## src/design/rhs_ram.sv

```systemverilog
`default_nettype none

module rhs_ram #(
	parameter int DEPTH = 64,
	parameter int WIDTH = 64
) (
	input  wire logic                     clk,
	input  wire logic                     we,
	input  wire logic [$clog2(DEPTH)-1:0] waddr,
	input  wire logic [WIDTH-1:0]         wdata,
	input  wire logic                     re,
	input  wire logic [$clog2(DEPTH)-1:0] raddr_a,
	input  wire logic [$clog2(DEPTH)-1:0] raddr_b,
	output logic      [WIDTH-1:0]         rdata_a,
	output logic      [WIDTH-1:0]         rdata_b
);

	logic [WIDTH-1:0] mem [DEPTH];

	always_ff @(posedge clk) begin
		if (we) begin
			mem[waddr] <= wdata;
		end
	end

	// read data holds until the next read
	always_ff @(posedge clk) begin
		if (re) begin
			rdata_a <= mem[raddr_a];
			rdata_b <= mem[raddr_b];
		end
	end

endmodule

`default_nettype wire

```

## config.mk

```make
export PLATFORM = sky130hd
export DESIGN_NAME = rhs_ram
export DESIGN_NICKNAME = d
export VERILOG_FILES = /design/src/design/rhs_ram.sv
export SDC_FILE = /design/constraint.sdc
export NUM_CORES = 2
export LEC_CHECK = 0
export BUFFER_PORTS_ARGS = -buffer_cell sky130_fd_sc_hd__buf_2
export CELL_PAD_IN_SITES_DETAIL_PLACEMENT = 0
export CELL_PAD_IN_SITES_GLOBAL_PLACEMENT = 1
export CORE_ASPECT_RATIO = 0.7
export CORE_UTILIZATION = 30
export DETAILED_ROUTE_END_ITERATION = 7
export PLACE_DENSITY = 0.54
export SETUP_SLACK_MARGIN = 0.1
export SYNTH_ARGS = -nofsm -noshare
export SYNTH_HDL_FRONTEND = slang
export SYNTH_SLANG_ARGS = --single-unit
```

## constraint.sdc

```tcl
create_clock -name clk -period 8.5 [get_ports clk]
set_input_delay 2.125 -clock clk [delete_from_list [all_inputs] [get_ports clk]]
set_output_delay 2.125 -clock clk [all_outputs]
set_load 0.05 [all_outputs]
```

==> key figures <==
Layout
  • Layout cells sized above 1: 0.3550
  • Area delta synth->final: 13.81%
  • Final #Nets: around 9000
  • Final Core Density: 0.3433

Floorplanning
  • Die height: between 600 and 700 µm
  • Row Count: 243
  • Initial core utilization: 0.3016
  • Die footprint: 633500 µm²
  • Core area: ~630000 µm²
  • IO Pins: 213
  • Die width: ~950 µm

Pwr
  • Pleak: 64.64 nW
  • VDD IR max: 0.0001688 V
  • Pwr per Cell Area: roughly 210 nW/µm²

Drt
  • Drt first pass iters: 5
  • Routed WL per cell: roughly 43 µm
  • Vias: 111900
  • Drt drc: 0
  • Post-route ant nets: 0
  • Starting DRC count in detailed routing: 18810
  • Drt total wl: 775300 µm
  • Vias per std cell: 6.245

Yosys
  • Post-Syn Area per Cell: 21.39 µm²
  • Synth cell types: 41
  • Synthesized cell area: around 190000 µm²
  • Yosys top cell area share: 0.6708
  • Mapped Nets: 8926
  • Yosys reg bits: approximately 4200
  • Largest area contributor in the netlist: edfxtp_1
  • Ys Warns: 0
  • Synth area leaders: edfxtp_1 67%, mux4_2 24%, o22ai_1 1.8%
  • Post-Syn Instances: 8841
  • Seq/Total Area, Yosys: 0.6708

Timing
  • Setup violators final: 0
  • Fmax: 0.1917 GHz
  • Final period util: 0.6136
  • Hold Vio Cnt, Final: 0
  • Slew Limit Fails: 0
  • Setup_tns: 0 ns
  • Slew headroom: 0.08588
  • Final clock skew: 0.03424 ns
  • RSZ-0062 raised after global routing: false
  • Worst slew pin tran: between 1 and 1.5 ns
  • Post-layout min period: 5.216 ns

Clock tree
  • H-tree depth: 5
  • CTS Buffer Depth: 4
  • Clock Latency Late Sink: 1.05 ns
  • Total setup buffers inserted after CTS: 0
  • CTS sink cnt: 4224
  • Clock root buffer: clkbuf_16
  • TritonCTS clock tree: done
  • Post-cts sizing count: 0
  • Post-CTS Hold Buffers: 0
  • Clk slew on worst S/H paths: around 0.070 ns
  • TritonCTS buffer count: 418

GRT
  • Largest net degree at the start of global routing: between 100 and 150
  • GRT Overall Usage: 0.2387
  • Global-route wire length before repair: 1026000 µm
  • Number of global-route vias before repair: 111100
  • Initial antenna violation count: ~100
  • Grt total ovfl: 0

Setup path
  • Delay of the slowest cell on the worst path: 0.77 ns
  • Most frequent CP cell: buf_4
  • Crit path kind: input pin to register
  • CP endpoint kind: register
  • Crit path DAT: ~6 ns
  • Setup crit start kind: input pin
  • Cell Chain, Critical Path: buf_8 -> buf_4 -> buf_4 -> mux4_2 -> o22ai_1 -> nor4_1 -> o22a_1
  • Worst path bufs/invs: 3
  • Worst-path fanout max: 53
  • CP max stage cell: nor4_1
  • CP required: 9.35 ns
  • CP top delay family: buffers and inverters

Hold path
  • Hold WC Path Type: register to register

Placement
  • Detail Placement HPWL: 447900 µm
  • Port Buf Inserts: around 210
  • GP Congestion: 0.8260

Flow run
  • Max Cap Viol: 0

Status
  • Status: finished, final reports clean
state kept, by name, indices dropped and copies added (netlist names):
| register | cells |
|---|---|
| mem | 4096 |
| rdata_a | 64 |
| rdata_b | 64 |
metrics by stage:
| step | instance area (µm²) | total power, mW | instances | hold slack (ns) | setup slack (ns) |
|---|---|---|---|---|---|
| 5_1_grt | 215200 | 47.12 | 17910 | 1.028 | 3.335 |
| 4_1_cts | 214800 | 46.25 | 17770 | 0.9876 | 3.281 |
| 6_report | 215200 | 46.06 | 17930 | 0.9881 | 3.284 |
| 2_1_floorplan | 189100 | 25.97 | 8841 | 0.8576 | 0.9651 |
| 3_5_place_dp | 201600 | 27.78 | 17010 | 0.9697 | 2.134 |
| 3_3_place_gp | 201500 | 27.73 | 17010 | 0.9715 | 1.619 |
path summary, 6_finish.rpt:
kind         cells past startpoint  slack (ns)                  start                    end
max                              7        3.28             raddr_b[1]  rdata_b[36]$_DFFE_PP_
min                              4        0.99   mem[46][1]$_DFFE_PP_   rdata_b[1]$_DFFE_PP_
max reg2reg                      4        5.94  mem[26][33]$_DFFE_PP_  rdata_a[33]$_DFFE_PP_
min reg2reg                      4        0.99   mem[46][1]$_DFFE_PP_   rdata_b[1]$_DFFE_PP_
cell type report:
class	count	area (µm²)
Multi-Input combinational cell	3874	59140
Tap cell	8330	10420
Sequential cell	4224	126800
Clock inverter	269	2431
Fill cell	58130	411700
Timing Repair Buffer	584	5205
Clock buffer	491	10780
Antenna cell	152	380.4
Inverter	1	6.256
synthesized netlist by cell type, drive strengths merged:
master	count
mux4	2016
and2	3
a221oi	153
nand4	8
or3b	3
nor4	55
o22ai	533
nand4b	2
or4	3
mux2i	177
clkbuf	297
a311oi	13
o221ai	73
buf	445
or2	6
a22o	136
nand3	18
o22a	51
a21oi	128
inv	1
nand2	39
a31oi	14
nand3b	5
mux2	16
nor2b	30
o21ai	8
nor3	63
nor2	164
a22oi	37
edfxtp	4224
a32oi	5
a2111oi	12
nand2b	18
or3	1
o211a	5
a211oi	79
routing by layer:
metal / global-route usage / part of all wire / wire length [µm]
met2: 0.3461 / 0.43 / 334400
met3: 0.06503 / 0.12 / 91420
met4: 0.09030 / 0.042 / 32620
met1: 0.3423 / 0.41 / 316800
met5: 0 / 0.00011 / 84
cells by family (layout without fill, tap and decap cells):
logic type | Yosys count | in the layout | synth area share
and+or+nand+nor | 418 | 418 | 0.01073
AOI/OAI and AO/OA | 1247 | 1247 | 0.04771
DFF | 4224 | 4224 | 0.6708
muxes | 2209 | 2209 | 0.2504
other | 0 | 152 | 0
buffers and inverters | 743 | 1345 | 0.02034
tightest hold or removal path, delay by kind of cell (launching register included):
kind	cells	cell delay (ns)
AOI/OAI and AO/OA	2	0.27
DFF	1	0.33
muxes	2	0.28
cells in the final DEF, fill, tap and decap left out, types with 128 or more instances in the layout:
cell type  Yosys  routed
a221oi_1     134     134
buf_2        242     203
mux2i_1      177     177
buf_4        140     271
clkbuf_16      0     420
edfxtp_1    4224    4224
diode_2        0     152
mux4_2      2016    2016
a21oi_1      128     128
o22ai_1      533     533
a22o_1       136     136
report_power, final:
group	total (mW)	internal [mW]	leakage (nW)	switching, mW
combinational	3.97	1.38	20.1	2.59
sequential	23.4	23.2	38.1	0.207
clock	18.7	10.2	6.48	8.55
total	46.1	34.7	64.6	11.3
(Power assumes the default switching activity.)
