`src/design/rhs_pkg.sv`:
```
`default_nettype none

package rhs_pkg;

	// default configuration
	localparam int DEPTH_DEF         = 64;
	localparam int KEY_WIDTH_DEF     = 32;
	localparam int PAYLOAD_WIDTH_DEF = 32;

	// one input record as it crosses the port
	typedef struct packed {
		logic signed [31:0] key;
		logic        [31:0] payload;
		logic               last_in;
	} in_item_t;

	// one sorted result as it crosses the port
	typedef struct packed {
		logic signed [31:0] sorted_key;
		logic        [31:0] sorted_payload;
		logic               last_out;
		logic               overflow;
	} out_item_t;

	// sequencer to output register
	typedef struct packed {
		logic load;
		logic last;
		logic overflow;
	} emit_t;

endpackage

`default_nettype wire

```
`src/design/rhs_ctrl.sv`:
```
`default_nettype none

module rhs_ctrl #(
	parameter int DEPTH         = 64,
	parameter int KEY_WIDTH     = 32,
	parameter int PAYLOAD_WIDTH = 32
) (
	input  wire logic                                  clk,
	input  wire logic                                  arst_n,
	input  wire logic                                  load_acc,
	input  wire logic                                  load_last,
	input  wire logic [KEY_WIDTH+PAYLOAD_WIDTH-1:0]    load_rec,
	output logic                                       busy,
	input  wire logic                                  out_free,
	output rhs_pkg::emit_t                             emit,
	output logic                                       mem_we,
	output logic      [$clog2(DEPTH)-1:0]              mem_waddr,
	output logic      [KEY_WIDTH+PAYLOAD_WIDTH-1:0]    mem_wdata,
	output logic                                       mem_re,
	output logic      [$clog2(DEPTH)-1:0]              mem_raddr_a,
	output logic      [$clog2(DEPTH)-1:0]              mem_raddr_b,
	input  wire logic [KEY_WIDTH+PAYLOAD_WIDTH-1:0]    mem_rdata_a,
	input  wire logic [KEY_WIDTH+PAYLOAD_WIDTH-1:0]    mem_rdata_b
);

	import rhs_pkg::*;

	localparam int RW = KEY_WIDTH + PAYLOAD_WIDTH;
	localparam int NW = $clog2(DEPTH + 1);
	localparam int AW = $clog2(DEPTH);

	typedef enum logic [8:0] {
		ST_LOAD      = 9'b000000001,
		ST_NODE_RD   = 9'b000000010,
		ST_NODE_WAIT = 9'b000000100,
		ST_CHILD     = 9'b000001000,
		ST_CMP       = 9'b000010000,
		ST_SWAP_RD   = 9'b000100000,
		ST_SWAP      = 9'b001000000,
		ST_EMIT_RD   = 9'b010000000,
		ST_EMIT_WAIT = 9'b100000000
	} state_t;

	state_t        state_q, state_d;
	logic [NW-1:0] count_q, count_d;
	logic          dropped_q, dropped_d;
	logic          build_q, build_d;
	logic [NW-1:0] idx_q, idx_d;     // build node or extraction tail
	logic [NW-1:0] node_q, node_d;
	logic [NW-1:0] limit_q, limit_d;
	logic [NW-1:0] k_q, k_d;
	logic [RW-1:0] moving_q, moving_d;

	logic          full;
	logic [NW-1:0] n_next;
	logic [NW:0]   child, child_m1, sel_idx;
	logic [NW-1:0] node_m1, idx_m1, k_m1;
	logic          right_ok;
	logic [RW-1:0] sel_rec;
	logic          stop;
	logic          sift_done;

	function automatic logic signed [KEY_WIDTH-1:0] key_of(input logic [RW-1:0] r);
		return $signed(r[RW-1 -: KEY_WIDTH]);
	endfunction

	assign full     = (count_q == NW'(DEPTH));
	assign n_next   = count_q + {{(NW-1){1'b0}}, !full};
	assign child    = {node_q, 1'b0};
	assign child_m1 = child - (NW+1)'(1);
	assign node_m1  = node_q - NW'(1);
	assign idx_m1   = idx_q - NW'(1);
	assign k_m1     = k_q - NW'(1);
	// right child only when it exists and is strictly larger
	assign right_ok = (child < {1'b0, limit_q})
		&& (key_of(mem_rdata_a) < key_of(mem_rdata_b));
	assign sel_rec  = right_ok ? mem_rdata_b : mem_rdata_a;
	assign sel_idx  = child + {{NW{1'b0}}, right_ok};
	assign stop     = (key_of(moving_q) >= key_of(sel_rec));
	assign busy     = (state_q != ST_LOAD);

	always_comb begin
		state_d     = state_q;
		count_d     = count_q;
		dropped_d   = dropped_q;
		build_d     = build_q;
		idx_d       = idx_q;
		node_d      = node_q;
		limit_d     = limit_q;
		k_d         = k_q;
		moving_d    = moving_q;
		mem_we      = 1'b0;
		mem_waddr   = node_m1[AW-1:0];
		mem_wdata   = moving_q;
		mem_re      = 1'b0;
		mem_raddr_a = node_m1[AW-1:0];
		mem_raddr_b = child[AW-1:0];
		emit        = '0;
		sift_done   = 1'b0;

		unique case (state_q)
			ST_LOAD: begin
				if (load_acc) begin
					if (!full) begin
						mem_we    = 1'b1;
						mem_waddr = count_q[AW-1:0];
						mem_wdata = load_rec;
					end else begin
						dropped_d = 1'b1;
					end
					count_d = n_next;
					if (load_last) begin
						if (n_next > NW'(1)) begin
							build_d = 1'b1;
							idx_d   = n_next >> 1;
							node_d  = n_next >> 1;
							limit_d = n_next;
							state_d = ST_NODE_RD;
						end else begin
							k_d     = NW'(1);
							state_d = ST_EMIT_RD;
						end
					end
				end
			end
			ST_NODE_RD: begin
				mem_re      = 1'b1;
				mem_raddr_a = node_m1[AW-1:0];
				state_d     = ST_NODE_WAIT;
			end
			ST_NODE_WAIT: begin
				moving_d = mem_rdata_a;
				state_d  = ST_CHILD;
			end
			ST_CHILD: begin
				if (child > {1'b0, limit_q}) begin
					mem_we    = 1'b1;
					mem_wdata = moving_q;
					sift_done = 1'b1;
				end else begin
					mem_re      = 1'b1;
					mem_raddr_a = child_m1[AW-1:0];
					mem_raddr_b = child[AW-1:0];
					state_d     = ST_CMP;
				end
			end
			ST_CMP: begin
				mem_we = 1'b1;
				if (stop) begin
					mem_wdata = moving_q;
					sift_done = 1'b1;
				end else begin
					mem_wdata = sel_rec;
					node_d    = sel_idx[NW-1:0];
					state_d   = ST_CHILD;
				end
			end
			ST_SWAP_RD: begin
				mem_re      = 1'b1;
				mem_raddr_a = '0;
				mem_raddr_b = idx_m1[AW-1:0];
				state_d     = ST_SWAP;
			end
			ST_SWAP: begin
				// old root goes to the tail, the tail record sifts from the root
				mem_we    = 1'b1;
				mem_waddr = idx_m1[AW-1:0];
				mem_wdata = mem_rdata_a;
				moving_d  = mem_rdata_b;
				node_d    = NW'(1);
				limit_d   = idx_m1;
				state_d   = ST_CHILD;
			end
			ST_EMIT_RD: begin
				mem_re      = 1'b1;
				mem_raddr_a = k_m1[AW-1:0];
				state_d     = ST_EMIT_WAIT;
			end
			ST_EMIT_WAIT: begin
				if (out_free) begin
					emit.load     = 1'b1;
					emit.last     = (k_q == count_q);
					emit.overflow = dropped_q;
					if (k_q == count_q) begin
						count_d   = '0;
						dropped_d = 1'b0;
						state_d   = ST_LOAD;
					end else begin
						k_d     = k_q + NW'(1);
						state_d = ST_EMIT_RD;
					end
				end
			end
			default: begin
				state_d = ST_LOAD;
			end
		endcase

		if (sift_done) begin
			if (build_q) begin
				if (idx_q == NW'(1)) begin
					build_d = 1'b0;
					idx_d   = count_q;
					state_d = ST_SWAP_RD;
				end else begin
					idx_d   = idx_m1;
					node_d  = idx_m1;
					limit_d = count_q;
					state_d = ST_NODE_RD;
				end
			end else if (idx_m1 > NW'(1)) begin
				idx_d   = idx_m1;
				state_d = ST_SWAP_RD;
			end else begin
				k_d     = NW'(1);
				state_d = ST_EMIT_RD;
			end
		end
	end

	always_ff @(posedge clk or negedge arst_n) begin
		if (!arst_n) begin
			state_q   <= ST_LOAD;
			count_q   <= '0;
			dropped_q <= 1'b0;
			build_q   <= 1'b0;
		end else begin
			state_q   <= state_d;
			count_q   <= count_d;
			dropped_q <= dropped_d;
			build_q   <= build_d;
		end
	end

	always_ff @(posedge clk) begin
		idx_q    <= idx_d;
		node_q   <= node_d;
		limit_q  <= limit_d;
		k_q      <= k_d;
		moving_q <= moving_d;
	end

endmodule

`default_nettype wire

```
`config.mk`:
```
export PLATFORM = sky130hd
export DESIGN_NAME = rhs_ctrl
export DESIGN_NICKNAME = d
export VERILOG_FILES = /design/src/design/rhs_pkg.sv /design/src/design/rhs_ctrl.sv
export SDC_FILE = /design/constraint.sdc
export NUM_CORES = 1
export LEC_CHECK = 0
export ABC_AREA = 0
export BUFFER_PORTS_ARGS = -buffer_cell sky130_fd_sc_hd__buf_4
export CORE_MARGIN = 8
export CORE_UTILIZATION = 30
export DETAILED_ROUTE_END_ITERATION = 16
export PLACE_DENSITY = 0.53
export SYNTH_ARGS = -nofsm -noshare
export SYNTH_HDL_FRONTEND = slang
export SYNTH_SLANG_ARGS = --single-unit
```
`constraint.sdc`:
```
create_clock -name clk -period 8.9 [get_ports clk]
set_input_delay 0 -clock clk [delete_from_list [all_inputs] [get_ports clk]]
set_output_delay 0 -clock clk [all_outputs]
set_load 0.05 [all_outputs]
```
==> results.yml <==
status:
  status: "completed"
pwr:
  combPwrFrac_pct: 68.1
  cellPowerDensity_nw_per_um2: 283
  ir_drop_uv: 320
  power_leakage_uw: 0.00598
  intPower_uw: 1760
  power.switching_uw: 1930
  p_sw_share_pct: 52.4
  p_clk_share_pct: 11.8
  seqPwrFrac_pct: 20.2
placement:
  io_buffers: 284
  dp_slack_ns: 2.52
  dpl.hpwl_um: 27200
  postPlaceCellArea_um2: 11700
  gp_congestion: 0.899
grt:
  grt_max_degree: 71
  grt_pass1_wl_um: 55200
  antenna_found_initial: 1
  grt_pass1_vias: 9692
  overflow: 0
  grtUsageTotal_pct: 18.8
yosys:
  synth-edff-count: 64
  synth_fp_nets: 1427
  synth_area_um2: 9290
  yosysSeqAreaShare_pct: 31.6
  async_flop_share_pct: 16.4
  synthesis.instances: 1152
  dominantRegCellSynth: "edfxtp_1"
  synth_area_per_cell_um2: 8.06
  synth.distinct_cells: 64
  ys_ff_latch: 110
  synth.yosys.warnings: 0
clock_tree:
  cts_tree: "built"
  clk_pin_slew_ns: 0.08
  post-cts-setup-buffers: 0
  cts.sinks: 110
  numCtsBuffers: 9
  clk_path_buf_depth: 2
  insertion_delay_ns: 0.36
  htreeDepth: 3
  ctsResizeCount: 0
  postCtsHoldBufs: 99
  cts_root_buffer: "clkbuf_16"
setup_path:
  worst_setup_path_start_kind: "primary input"
  critPathKind: "in -> out"
  worstPathRequired_ns: 8.90
  endpoint_kind: "primary output"
  arrival_ns: 6.78
  critical_path.max_fanout: 44
cells_and_area:
  post-route-util_pct: 42.7
  area_growth_pct: 40.3
  drive_gt1_share_pct: 21.9
  final_nets: 1759
  fillers: 3058
  fin_area_um2: 13000
timing:
  fin_tns_setup_ns: 0
  skew_ns: 0.0168
  clock.fmax_ghz: 0.147
  post-route-period-util_pct: 76.2
  rsz0062_at_grt: "no"
  drv_slew: 0
  slew_headroom_pct: 20.0
  final.min_clock_period_ns: 6.78
  finalSetupViolCount: 0
  final_hold_viol_count: 0
  tightest_slew_ns: 1.20
  setup_slack_ns: 2.12
routing:
  wl_um: 36400
  first_pass_iters: 5
  vias: 10000
  first_iter_violations: 703
  routed_via_density: 5.31
  drc: 0
  wl_per_cell_um: 19.3
  final_antenna_net_count: 0
floorplanning:
  core_um2: 30500
  die_h_um: 192
  die_x_um: 192
  rows: 64
  die-area_um2: 36800
  start_util_pct: 30.4
  io_pins: 285
flow_run:
  drv_cap: 0
worst_hold_path:
  hold_path_class: "in -> reg"
[placed cells by master (no fill, tap or decap), types with 5 or more instances in the layout]
cell type,n
o22ai_1,10
and2_1,8
inv_1,58
clkbuf_16,11
xnor2_1,13
nand3_1,16
dfrtp_1,17
dfxtp_1,28
a221oi_1,8
a22o_1,64
ha_1,78
a221o_1,38
nand2_1,210
o21ai_0,58
a21oi_1,108
a211o_1,8
mux2i_1,9
edfxtp_1,64
nor2_1,94
nor3_1,20
xor2_1,16
a31oi_1,5
a22oi_1,35
mux2_2,6
buf_4,295
dlygate4sd3_1,99
nand4b_1,5
a21o_1,7
nand4_1,19
[logic make-up (layout without fill, tap and decap cells)]
family / after synthesis / after routing / synth area share [%]
xor+xnor: 29 / 29 / 2.74
other cells: 0 / 1 / 0
flops: 110 / 110 / 31.6
buf+inv: 131 / 468 / 5.69
mux: 15 / 15 / 1.70
compound gates: 370 / 370 / 27.6
fa+ha+maj: 78 / 78 / 10.5
simple gates: 419 / 419 / 20.2
[worst max-delay path, cell delays in order]
cell           delay, ns
dlygate4sd3_1       0.55
buf_4               0.16
ha_1                0.30
a21oi_1             0.16
o21ai_0             0.10
o221a_2             0.25
o41ai_1             0.31
nand4_1             0.80
buf_4               0.58
nor2_1              0.14
a21oi_1             0.05
ha_1                0.34
nand4_1             0.15
or2_2               0.32
a31oi_1             0.18
a21oi_1             0.06
a31oi_1             0.56
and3b_1             0.28
or2_1               0.90
a221o_1             0.31
buf_4               0.21
[cell type report]
class	instances	area [um2]	area share, %
diodes	1	2.50	0.0192
clock buffers	15	310	2.38
clock inverters	1	8.76	0.0672
inverters	58	218	1.67
multi-input cells	911	5850	44.9
flip-flops and latches	110	2930	22.5
well taps	396	495	3.80
repair buffers	394	3210	24.6
[layer usage]
layer	routed length, um	vias to the layer above	global-route usage, %
met5	0	-	0
met4	530	0	4.47
met3	2230	31	2.71
met2	17900	300	33.0
met1	15700	4754	23.9
li1	-	4923	-
[state kept, by name, summed over array words and instances (netlist names)]
name	cells
dropped_q	1
moving_q	64
limit_q	7
count_q	7
node_q	7
state_q	9
k_q	7
build_q	1
idx_q	7
[power groups by stage]
| stage | sequential (uW) | combinational, uW | clock, uW |
|---|---|---|---|
| 5_1_grt | 757 | 2730 | 466 |
| 3_5_place_dp | 754 | 2480 | 0 |
| 3_3_place_gp | 753 | 2480 | 0 |
| 4_1_cts | 742 | 2530 | 452 |
| 6_report | 745 | 2510 | 434 |
| 2_1_floorplan | 699 | 1790 | 0 |
[path summary, 6_finish.rpt]
kind | startpoint | to | slack, ns | depth (start not counted)
worst max-delay path | mem_rdata_a[49] | mem_wdata[17] | 2.12 | 21
worst max register to register | node_q[4]$_DFF_P_ | limit_q[6]$_DFF_P_ | 2.96 | 18
max in group asynchronous | arst_n | state_q[0]$_DFFE_PN1P_ | 8.55 | 2
worst min register to register | dropped_q$_DFFE_PN0P_ | dropped_q$_DFFE_PN0P_ | 0.50 | 2
min in group asynchronous | arst_n | dropped_q$_DFFE_PN0P_ | 0.07 | 2
worst min-delay path | mem_rdata_b[54] | moving_q[54]$_DFFE_PP_ | 0.04 | 3
[Yosys cell counts, drive strengths merged, types with 6 or more instances]
| cell | count | share of area, % |
|---|---|---|
| a221oi | 8 | 0.75 |
| o22ai | 10 | 0.67 |
| a22o | 64 | 6.0 |
| inv | 58 | 2.3 |
| dfxtp | 28 | 6.0 |
| a221o | 38 | 4.1 |
| mux2 | 6 | 0.73 |
| mux2i | 9 | 0.97 |
| nand2 | 210 | 8.5 |
| and2 | 10 | 0.67 |
| nand3 | 16 | 0.86 |
| xor2 | 16 | 1.5 |
| edfxtp | 64 | 21 |
| ha | 78 | 11 |
| nor2 | 95 | 3.8 |
| o21ai | 59 | 3.2 |
| nor3 | 21 | 1.1 |
| a22oi | 35 | 2.8 |
| xnor2 | 13 | 1.2 |
| buf | 22 | 1.3 |
| a211o | 8 | 0.75 |
| nand4 | 19 | 1.3 |
| a21oi | 108 | 5.8 |
| a21o | 7 | 0.57 |
| clkbuf | 51 | 2.1 |
| dfrtp | 17 | 4.6 |
[per-stage QoR]
| stage | total power [uW] | cells | hold slack (ns) |
|---|---|---|---|
| floorplan | 2490 | 1152 | -0.296 |
| global placement | 3230 | 1770 | -0.0954 |
| detailed placement | 3230 | 1770 | -0.0939 |
| CTS | 3720 | 1885 | 0.0166 |
| global route | 3950 | 1886 | 0.0239 |
| finish | 3690 | 1886 | 0.0355 |
Note: power is estimated with default switching activity, not from simulation.
